--- src/hw/rtl/bc1_bc3_block_decoder_assert.svh ---
// Assertion macros shared by the block decoder modules.
// Each macro expects clk and rst_n in the scope where it is used.
`ifndef BC1_BC3_BLOCK_DECODER_ASSERT_SVH
`define BC1_BC3_BLOCK_DECODER_ASSERT_SVH

// Same-cycle implication, disabled during reset.
`define BC13_ASSERT_IMP(label, ante, cons, msg) \
  label: assert property (@(posedge clk) disable iff (!rst_n) (ante) |-> (cons)) \
    else $error(msg);

// Next-cycle implication, disabled during reset.
`define BC13_ASSERT_NXT(label, ante, cons, msg) \
  label: assert property (@(posedge clk) disable iff (!rst_n) (ante) |=> (cons)) \
    else $error(msg);

`endif

--- src/hw/rtl/bc13_pkg.sv ---
// Shared types and constants for the BC1/BC3 block decoder.
// No dependencies; used by bc13_issue, bc13_pix_pipe and the top level.
package bc13_pkg;

  localparam logic [3:0] LAST_PIX = 4'd15;

  // One pixel's worth of work handed from the block issuer to the pixel pipeline.
  typedef struct packed {
    logic [15:0] c0;
    logic [15:0] c1;
    logic [7:0]  a0;
    logic [7:0]  a1;
    logic [1:0]  ci;
    logic [2:0]  ai;
    logic        bc3;
    logic [3:0]  idx;
    logic        last;
  } bc13_tok_t;

endpackage

--- src/hw/rtl/bc13_issue.sv ---
// Block holding register and pixel sequencer: turns one block into 16 pixel tokens.
// Depends on bc13_pkg and bc1_bc3_block_decoder_assert.svh.
`include "bc1_bc3_block_decoder_assert.svh"

module bc13_issue (
  input  logic               clk,
  input  logic               rst_n,
  input  logic               in_valid,
  output logic               in_ready,
  input  logic [63:0]        in_alpha_block,
  input  logic [63:0]        in_colour_block,
  input  logic               fmt_bc3,
  output logic               tok_valid,
  input  logic               tok_ready,
  output bc13_pkg::bc13_tok_t tok
);
  import bc13_pkg::*;

  logic        busy_r;
  logic [3:0]  cnt_r;
  logic [15:0] c0_r;
  logic [15:0] c1_r;
  logic [7:0]  a0_r;
  logic [7:0]  a1_r;
  logic [31:0] cidx_r;
  logic [47:0] aidx_r;
  logic        bc3_r;
  logic        in_fire;
  logic        tok_fire;

  // A new block is taken in the same cycle as the previous block's last token leaves.
  assign in_ready  = !busy_r || (tok_ready && (cnt_r == LAST_PIX));
  assign in_fire   = in_valid && in_ready;
  assign tok_valid = busy_r;
  assign tok_fire  = busy_r && tok_ready;

  always_ff @(posedge clk) begin
    if (!rst_n) begin
      busy_r <= 1'b0;
      cnt_r  <= '0;
    end else if (in_fire) begin
      busy_r <= 1'b1;
      cnt_r  <= '0;
    end else if (tok_fire) begin
      cnt_r <= cnt_r + 4'd1;
      if (cnt_r == LAST_PIX) begin
        busy_r <= 1'b0;
      end
    end
  end

  // Index fields shift down so the current pixel's codes always sit at the bottom.
  always_ff @(posedge clk) begin
    if (in_fire) begin
      c0_r   <= in_colour_block[15:0];
      c1_r   <= in_colour_block[31:16];
      cidx_r <= in_colour_block[63:32];
      a0_r   <= in_alpha_block[7:0];
      a1_r   <= in_alpha_block[15:8];
      aidx_r <= in_alpha_block[63:16];
      bc3_r  <= fmt_bc3;
    end else if (tok_fire) begin
      cidx_r <= {2'b00, cidx_r[31:2]};
      aidx_r <= {3'b000, aidx_r[47:3]};
    end
  end

  always_comb begin
    tok.c0   = c0_r;
    tok.c1   = c1_r;
    tok.a0   = a0_r;
    tok.a1   = a1_r;
    tok.ci   = cidx_r[1:0];
    tok.ai   = aidx_r[2:0];
    tok.bc3  = bc3_r;
    tok.idx  = cnt_r;
    tok.last = (cnt_r == LAST_PIX);
  end

  `BC13_ASSERT_NXT(a_issue_load, in_fire, busy_r && (cnt_r == 4'd0),
                   "accepted block did not start at pixel zero")
  `BC13_ASSERT_NXT(a_issue_done, tok_fire && (cnt_r == LAST_PIX) && !in_fire, !busy_r,
                   "issuer still busy after the last pixel token")
  `BC13_ASSERT_NXT(a_issue_hold, busy_r && !tok_ready && !in_fire,
                   busy_r && $stable(cnt_r) && $stable(cidx_r),
                   "pixel token changed while stalled")

endmodule

--- src/hw/rtl/bc13_pix_pipe.sv ---
// Four-stage pixel pipeline: decode weights, weighted sums, reciprocal divide, pack.
// Depends on bc13_pkg and bc1_bc3_block_decoder_assert.svh.
`include "bc1_bc3_block_decoder_assert.svh"

module bc13_pix_pipe (
  input  logic                clk,
  input  logic                rst_n,
  input  logic                tok_valid,
  output logic                tok_ready,
  input  bc13_pkg::bc13_tok_t tok,
  output logic                out_valid,
  input  logic                out_ready,
  output logic [31:0]         out_pixel,
  output logic [3:0]          out_pixel_index,
  output logic                out_last
);
  import bc13_pkg::*;

  typedef enum logic [1:0] {CDIV_ONE, CDIV_TWO, CDIV_THREE} cdiv_t;
  typedef enum logic [1:0] {ADIV_ONE, ADIV_FIVE, ADIV_SEVEN} adiv_t;

  localparam logic [1:0] CI_EP0 = 2'd0;
  localparam logic [1:0] CI_EP1 = 2'd1;
  localparam logic [1:0] CI_MID = 2'd2;
  localparam logic [1:0] CI_LAST = 2'd3;
  localparam logic [2:0] AI_EP0 = 3'd0;
  localparam logic [2:0] AI_EP1 = 3'd1;
  localparam logic [2:0] AI_ZERO = 3'd6;
  localparam logic [2:0] AI_FULL = 3'd7;

  // floor(x/d) == (x * R) >> S over the whole range of each sum.
  localparam logic [19:0] RECIP3 = 20'd683;
  localparam logic [22:0] RECIP5 = 23'd1639;
  localparam logic [22:0] RECIP7 = 23'd2341;

  typedef struct packed {
    logic [2:0][7:0] e0;
    logic [2:0][7:0] e1;
    logic [7:0]      a0;
    logic [7:0]      a1;
    logic [1:0]      cwa;
    logic [1:0]      cwb;
    cdiv_t           cdiv;
    logic            czero;
    logic [2:0]      awa;
    logic [2:0]      awb;
    adiv_t           adiv;
    logic            afix;
    logic [7:0]      afixval;
    logic [3:0]      idx;
    logic            last;
  } s1_t;

  typedef struct packed {
    logic [2:0][9:0] csum;
    logic [10:0]     asum;
    cdiv_t           cdiv;
    logic            czero;
    adiv_t           adiv;
    logic            afix;
    logic [7:0]      afixval;
    logic [3:0]      idx;
    logic            last;
  } s2_t;

  typedef struct packed {
    logic [2:0][7:0] cq;
    logic [7:0]      aq;
    logic            czero;
    logic [3:0]      idx;
    logic            last;
  } s3_t;

  function automatic logic [7:0] widen5(input logic [4:0] v);
    widen5 = {v, v[4:2]};
  endfunction

  function automatic logic [7:0] widen6(input logic [5:0] v);
    widen6 = {v, v[5:4]};
  endfunction

  logic        v1_r, v2_r, v3_r, v4_r;
  logic        rdy1, rdy2, rdy3, rdy4;
  s1_t         s1_r, s1_nxt;
  s2_t         s2_r, s2_nxt;
  s3_t         s3_r, s3_nxt;
  logic [31:0] pix_r;
  logic [3:0]  idx_r;
  logic        last_r;
  logic        four;
  logic        amode7;
  logic [2:0][19:0] cprod;
  logic [22:0] aprod5;
  logic [22:0] aprod7;

  // Each stage takes new data when it is empty or its successor moves on.
  assign rdy4      = !v4_r || out_ready;
  assign rdy3      = !v3_r || rdy4;
  assign rdy2      = !v2_r || rdy3;
  assign rdy1      = !v1_r || rdy2;
  assign tok_ready = rdy1;

  always_ff @(posedge clk) begin
    if (!rst_n) begin
      v1_r <= 1'b0;
      v2_r <= 1'b0;
      v3_r <= 1'b0;
      v4_r <= 1'b0;
    end else begin
      if (rdy1) v1_r <= tok_valid;
      if (rdy2) v2_r <= v1_r;
      if (rdy3) v3_r <= v2_r;
      if (rdy4) v4_r <= v3_r;
    end
  end

  // Stage 1: widen endpoints and turn the index codes into weights and a divisor.
  always_comb begin
    four   = tok.bc3 || (tok.c0 > tok.c1);
    amode7 = tok.a0 > tok.a1;

    s1_nxt.e0[2] = widen5(tok.c0[15:11]);
    s1_nxt.e0[1] = widen6(tok.c0[10:5]);
    s1_nxt.e0[0] = widen5(tok.c0[4:0]);
    s1_nxt.e1[2] = widen5(tok.c1[15:11]);
    s1_nxt.e1[1] = widen6(tok.c1[10:5]);
    s1_nxt.e1[0] = widen5(tok.c1[4:0]);
    s1_nxt.a0    = tok.a0;
    s1_nxt.a1    = tok.a1;
    s1_nxt.idx   = tok.idx;
    s1_nxt.last  = tok.last;

    s1_nxt.cwa   = 2'd1;
    s1_nxt.cwb   = 2'd0;
    s1_nxt.cdiv  = CDIV_ONE;
    s1_nxt.czero = 1'b0;
    unique case (tok.ci)
      CI_EP0: begin
        s1_nxt.cwa = 2'd1;
        s1_nxt.cwb = 2'd0;
      end
      CI_EP1: begin
        s1_nxt.cwa = 2'd0;
        s1_nxt.cwb = 2'd1;
      end
      CI_MID: begin
        s1_nxt.cwa  = four ? 2'd2 : 2'd1;
        s1_nxt.cwb  = 2'd1;
        s1_nxt.cdiv = four ? CDIV_THREE : CDIV_TWO;
      end
      CI_LAST: begin
        s1_nxt.cwa   = four ? 2'd1 : 2'd0;
        s1_nxt.cwb   = four ? 2'd2 : 2'd0;
        s1_nxt.cdiv  = four ? CDIV_THREE : CDIV_ONE;
        s1_nxt.czero = !four;
      end
      default: begin
        s1_nxt.cwa = 2'd1;
        s1_nxt.cwb = 2'd0;
      end
    endcase

    s1_nxt.awa     = 3'd1;
    s1_nxt.awb     = 3'd0;
    s1_nxt.adiv    = ADIV_ONE;
    s1_nxt.afix    = 1'b0;
    s1_nxt.afixval = 8'hFF;
    priority if (!tok.bc3) begin
      // BC1 alpha is opaque; transparent black is cleared whole in the last stage.
      s1_nxt.afix = 1'b1;
    end else if (tok.ai == AI_EP0) begin
      s1_nxt.awa = 3'd1;
    end else if (tok.ai == AI_EP1) begin
      s1_nxt.awa = 3'd0;
      s1_nxt.awb = 3'd1;
    end else if (amode7) begin
      s1_nxt.awa  = 3'(4'd8 - {1'b0, tok.ai});
      s1_nxt.awb  = tok.ai - 3'd1;
      s1_nxt.adiv = ADIV_SEVEN;
    end else if (tok.ai == AI_ZERO) begin
      s1_nxt.afix    = 1'b1;
      s1_nxt.afixval = 8'h00;
    end else if (tok.ai == AI_FULL) begin
      s1_nxt.afix = 1'b1;
    end else begin
      s1_nxt.awa  = 3'(4'd6 - {1'b0, tok.ai});
      s1_nxt.awb  = tok.ai - 3'd1;
      s1_nxt.adiv = ADIV_FIVE;
    end
  end

  // Stage 2: weighted sums per channel.
  always_comb begin
    for (int ch = 0; ch < 3; ch++) begin
      s2_nxt.csum[ch] = 10'(s1_r.cwa) * 10'(s1_r.e0[ch]) + 10'(s1_r.cwb) * 10'(s1_r.e1[ch]);
    end
    s2_nxt.asum    = 11'(s1_r.awa) * 11'(s1_r.a0) + 11'(s1_r.awb) * 11'(s1_r.a1);
    s2_nxt.cdiv    = s1_r.cdiv;
    s2_nxt.czero   = s1_r.czero;
    s2_nxt.adiv    = s1_r.adiv;
    s2_nxt.afix    = s1_r.afix;
    s2_nxt.afixval = s1_r.afixval;
    s2_nxt.idx     = s1_r.idx;
    s2_nxt.last    = s1_r.last;
  end

  // Stage 3: truncating division, by reciprocal multiplication for three, five and seven and by a shift for two.
  always_comb begin
    for (int ch = 0; ch < 3; ch++) begin
      cprod[ch] = 20'(s2_r.csum[ch]) * RECIP3;
      unique case (s2_r.cdiv)
        CDIV_THREE: s3_nxt.cq[ch] = cprod[ch][18:11];
        CDIV_TWO:   s3_nxt.cq[ch] = s2_r.csum[ch][8:1];
        default:    s3_nxt.cq[ch] = s2_r.csum[ch][7:0];
      endcase
    end
    aprod5 = 23'(s2_r.asum) * RECIP5;
    aprod7 = 23'(s2_r.asum) * RECIP7;
    if (s2_r.afix) begin
      s3_nxt.aq = s2_r.afixval;
    end else begin
      unique case (s2_r.adiv)
        ADIV_SEVEN: s3_nxt.aq = aprod7[21:14];
        ADIV_FIVE:  s3_nxt.aq = aprod5[20:13];
        default:    s3_nxt.aq = s2_r.asum[7:0];
      endcase
    end
    s3_nxt.czero = s2_r.czero;
    s3_nxt.idx   = s2_r.idx;
    s3_nxt.last  = s2_r.last;
  end

  always_ff @(posedge clk) begin
    if (rdy1 && tok_valid) s1_r <= s1_nxt;
    if (rdy2 && v1_r) s2_r <= s2_nxt;
    if (rdy3 && v2_r) s3_r <= s3_nxt;
    if (rdy4 && v3_r) begin
      pix_r  <= s3_r.czero ? 32'h0 : {s3_r.aq, s3_r.cq[2], s3_r.cq[1], s3_r.cq[0]};
      idx_r  <= s3_r.idx;
      last_r <= s3_r.last;
    end
  end

  assign out_valid       = v4_r;
  assign out_pixel       = pix_r;
  assign out_pixel_index = idx_r;
  assign out_last        = last_r;

  `BC13_ASSERT_IMP(a_pipe_last_idx, out_valid && out_last, out_pixel_index == LAST_PIX,
                   "last flag on a pixel other than the sixteenth")
  `BC13_ASSERT_IMP(a_pipe_black_opaque, v2_r && s2_r.czero, s2_r.afix,
                   "transparent black outside the fixed-alpha path")
  `BC13_ASSERT_NXT(a_pipe_s3_hold, v3_r && !rdy4, v3_r && $stable(s3_r),
                   "stage three lost or changed a stalled pixel")

endmodule

--- src/hw/rtl/bc1_bc3_block_decoder.sv ---
// BC1/BC3 block decoder: one block in, sixteen pixels out.
// Throughput: one pixel per cycle while out_ready holds, set by the one-pixel output.
// The next block is accepted in the cycle its predecessor's last pixel enters the pipeline.
// Reset (synchronous, active low) selects BC1 and empties the issuer and the pipeline.
// Top level: holds the format register; depends on bc13_pkg, bc13_issue, bc13_pix_pipe.
module bc1_bc3_block_decoder (
  input  logic        clk,
  input  logic        rst_n,
  input  logic        in_valid,
  output logic        in_ready,
  input  logic [63:0] in_alpha_block,
  input  logic [63:0] in_colour_block,
  output logic        out_valid,
  input  logic        out_ready,
  output logic [31:0] out_pixel,
  output logic [3:0]  out_pixel_index,
  output logic        out_last,
  input  logic        cfg_write_en,
  input  logic        cfg_block_format
);
  import bc13_pkg::*;

  logic      block_format_r;
  logic      tok_valid;
  logic      tok_ready;
  bc13_tok_t tok;

  always_ff @(posedge clk) begin
    if (!rst_n) begin
      block_format_r <= 1'b0;
    end else if (cfg_write_en) begin
      block_format_r <= cfg_block_format;
    end
  end

  bc13_issue u_issue (
    .clk             (clk),
    .rst_n           (rst_n),
    .in_valid        (in_valid),
    .in_ready        (in_ready),
    .in_alpha_block  (in_alpha_block),
    .in_colour_block (in_colour_block),
    .fmt_bc3         (block_format_r),
    .tok_valid       (tok_valid),
    .tok_ready       (tok_ready),
    .tok             (tok)
  );

  bc13_pix_pipe u_pix_pipe (
    .clk             (clk),
    .rst_n           (rst_n),
    .tok_valid       (tok_valid),
    .tok_ready       (tok_ready),
    .tok             (tok),
    .out_valid       (out_valid),
    .out_ready       (out_ready),
    .out_pixel       (out_pixel),
    .out_pixel_index (out_pixel_index),
    .out_last        (out_last)
  );

endmodule
--- config.mk ---
export PLATFORM = sky130hd
export DESIGN_NAME = bc1_bc3_block_decoder
export DESIGN_NICKNAME = d
export VERILOG_FILES = /design/src/hw/rtl/bc13_pkg.sv /design/src/hw/rtl/bc13_issue.sv /design/src/hw/rtl/bc13_pix_pipe.sv /design/src/hw/rtl/bc1_bc3_block_decoder.sv
export VERILOG_INCLUDE_DIRS = /design/src /design/src/hw/rtl
export SDC_FILE = /design/constraint.sdc
export NUM_CORES = 1
export LEC_CHECK = 0
export BUFFER_PORTS_ARGS = -buffer_cell sky130_fd_sc_hd__buf_2
export CORE_ASPECT_RATIO = 0.6
export CORE_MARGIN = 2
export CORE_UTILIZATION = 45
export CTS_CLUSTER_DIAMETER = 50
export DETAILED_ROUTE_END_ITERATION = 10
export PLACE_DENSITY = 0.66
export SYNTH_ARGS = -nofsm -noshare
export SYNTH_HDL_FRONTEND = slang
export SYNTH_HIERARCHICAL = 1
export SYNTH_SLANG_ARGS = --single-unit
--- constraint.sdc ---
create_clock -name clk -period 7.6 [get_ports clk]
set_input_delay 1.52 -clock clk [delete_from_list [all_inputs] [get_ports clk]]
set_output_delay 1.52 -clock clk [all_outputs]
set_load 0.02 [all_outputs]
==> flow_summary.ini <==
[route]
wl_met2_mm = 19.7
drt-met1-wl_mm = 27.3
vias = 15500
top_layer_used = met5
wl_mm = 51.8
drtIter0Drc = 858
wl_met3_mm = 4.17
first_pass_iters = 5
drc = 0
routed_via_density = 5.07
antenna_left = 0
wire_per_inst_microns = 17.0

[worst_setup_path]
critical_path_class = reg -> reg
cp-end-kind = register
regToRegSetupSlack_ps = 2160
cp.arrival_ps = 5710
worst_setup_path_start_kind = register
worst_ep_required_time_ps = 7870
cp_max_fo = 8

[floorplanning]
fp.dieW_microns = 309
core_sq_um = 54700
start_util = 0.459
rows = 66
die_h_microns = 187
ioPinCount = 173
dieArea_sq_um = 57700

[sta]
tightestPinTransition_ps = 1180
fin_tns_setup_ps = 0
max_slew_margin = 0.215
final-max-slew-violation-count = 0
final.period_utilization = 0.716
finalSetupViolCount = 0
layout_setup_ws_ps = 2160
hold_viol_final = 0
rsz0062_at_grt = no
skew_ps = 17.2
timing.fmax_mhz = 184
fin_crit_ps = 5440

[clock_tree]
cts.repair.resized = 0
clkTransAtPathRegs_ps = 60
cts_tree = done
ctsHoldBuffers = 0
clockBufferDepth = 3
cts-root-buf = clkbuf_16
cts.sinks = 337
insertion_delay_ps = 530
cts_buffers = 37
postCtsSetupBuffers = 0
htree_levels = 2

[pwr]
clock_power_share = 0.156
switchingPower_mw = 5.15
power_leakage_nw = 12.9
power_density_nw_per_um2 = 415
combPwrFrac = 0.636
p_int_mw = 6.51
netSwitchingFraction = 0.441
seqPwrFrac = 0.208
max-vdd-ir-drop_mv = 0.487

[worst_hold_path]
hp-class = reg -> reg

[grt]
grt_max_degree = 110
grt.total_usage = 0.184
grt_first_pass_wirelength_mm = 84.7
first_global_vias = 15800
antenna_found_initial = 7
grt.overflow.total = 0

[placement]
gp_congestion = 0.912
place_inst = 2985
place_ws_ps = 2150
dp_hpwl_mm = 41.9
port_buffers = 172

[final_layout]
drive_gt1_frac = 0.126
multi_input_area_sq_um = 13400
syn_to_final_growth_pct = 11.8
final_cells = 3053
fillers = 4759
mostFrequentLayoutCell = inv_1
final_cell_mix = 396 x inv_1, 386 x ha_1, 327 x edfxtp_1, 178 x fa_1, 172 x buf_2
seqCellArea_sq_um = 10000
layout.nets = 2974

[synthesis]
synth_edf_count = 327
synth_flop_cell = edfxtp_1
synth_cells = 2093
avgSynthCellArea_sq_um = 12.0
ys_seq_area_frac = 0.399
yosysUniqueCellTypes = 59
synthesis.area_sq_um = 25100
yosysTopAreaCell = edfxtp_1
yosys_warnings = 6
ys_seq_elements = 337
synthTopCellsByArea = edfxtp_1 39%, ha_1 19%, fa_1 14%, inv_1 5.9%, xnor2_1 2.1%
yosysTopAreaCellShare = 0.391
postSynth.asyncResetShare = 0
synth_nets = 2791

[job]
maxCapViolations = 0

[outcome]
status = completed
==> worst max-delay path, stage by stage (launching register included) <==
cell and delay, ps:
edfxtp_1 570, ha_1 410, inv_1 100, fa_1 540, inv_1 60, fa_1 510
fa_1 560, inv_1 60, fa_1 540, inv_1 40, ha_1 330, a21o_1 180
a21o_1 190, a22oi_1 290, a21oi_1 120, nor3_1 300, o21bai_1 120, xnor2_1 160
o211ai_1 110
==> synth_stat cells, drive strengths merged, types with 5 or more instances <==
library cell  number
o21bai            18
ha               386
a221oi             6
a21oi             87
xor2              23
fa               178
edfxtp           327
nand4             18
nand2            133
inv              396
nor2b             48
nand3             16
nand2b            12
nor3              10
o221ai            16
a22oi              5
a31oi             11
dfxtp             10
mux2              75
a21o              22
o21ai             41
xnor2             61
a211oi             5
o211ai             6
nor2              39
buf               16
clkbuf            20
o21a               9
a21boi             6
and2              49
==> path summary, 6_finish.rpt <==
kind	startpoint	end	depth (start not counted)
setup / recovery	u_pix_pipe/s2_r[25]$_DFFE_PP_	u_pix_pipe/s3_r[13]$_DFFE_PP_	18
hold / removal	u_pix_pipe/s1_r[4]$_DFFE_PP_	u_pix_pipe/s2_r[4]$_DFFE_PP_	0
setup reg to reg	u_pix_pipe/s2_r[25]$_DFFE_PP_	u_pix_pipe/s3_r[13]$_DFFE_PP_	18
hold reg to reg	u_pix_pipe/s1_r[4]$_DFFE_PP_	u_pix_pipe/s2_r[4]$_DFFE_PP_	0
==> registers in the layout (all words and copies together) (netlist names), 4 cells and up <==
register / count
u_issue/a1_r: 8
u_pix_pipe/out_pixel_index: 4
u_issue/c0_r: 16
u_pix_pipe/s1_r: 70
u_issue/cnt_r: 4
u_pix_pipe/s2_r: 53
u_issue/a0_r: 8
u_issue/cidx_r: 32
u_issue/aidx_r: 48
u_issue/c1_r: 16
u_pix_pipe/s3_r: 38
u_pix_pipe/out_pixel: 32
==> per-layer routing <==
metal | global-route usage | vias to the layer above
li1 | - | 7519
met2 | 0.243 | 413
met3 | 0.0485 | 66
met5 | 0 | -
met1 | 0.300 | 7464
met4 | 0.0284 | 8
==> area by class of cell <==
cell class,instances,area share
Sequential cell,337,0.357
Antenna cell,2,0.000178
Tap cell,748,0.0333
Timing Repair Buffer,180,0.0333
Clock inverter,24,0.00958
Multi-Input combinational cell,1324,0.479
Clock buffer,42,0.0351
Inverter,396,0.0530
==> per-stage QoR <==
step,total power [mW],hold slack [ps],utilization,cell area [sq um]
final,11.7,413,0.513,28100
after global routing,12.8,414,0.513,28100
after CTS,11.7,410,0.513,28100
after detailed placement,9.72,405,0.490,26800
after global placement,9.52,404,0.490,26800
after floorplan,7.90,400,-,25100
==> cell families after synthesis <==
group | count (synthesis) | synth area share
AOI/OAI and AO/OA | 254 | 0.0659
muxes | 79 | 0.0352
buffers and inverters | 432 | 0.0682
DFF | 337 | 0.399
adders and majority gates | 564 | 0.334
and+or+nand+nor | 343 | 0.0678
xor gates and xnor gates | 84 | 0.0293
==> power groups by stage <==
stage                     logic (mW)  clock network (mW)  registers (mW)
final                           7.41                1.82            2.43
after floorplan                 5.50                   0            2.40
after global placement          7.06                   0            2.46
after CTS                       7.35                1.89            2.43
after detailed placement        7.25                   0            2.46
after global routing            8.40                1.96            2.44
Power figures use the tool's default switching activity.
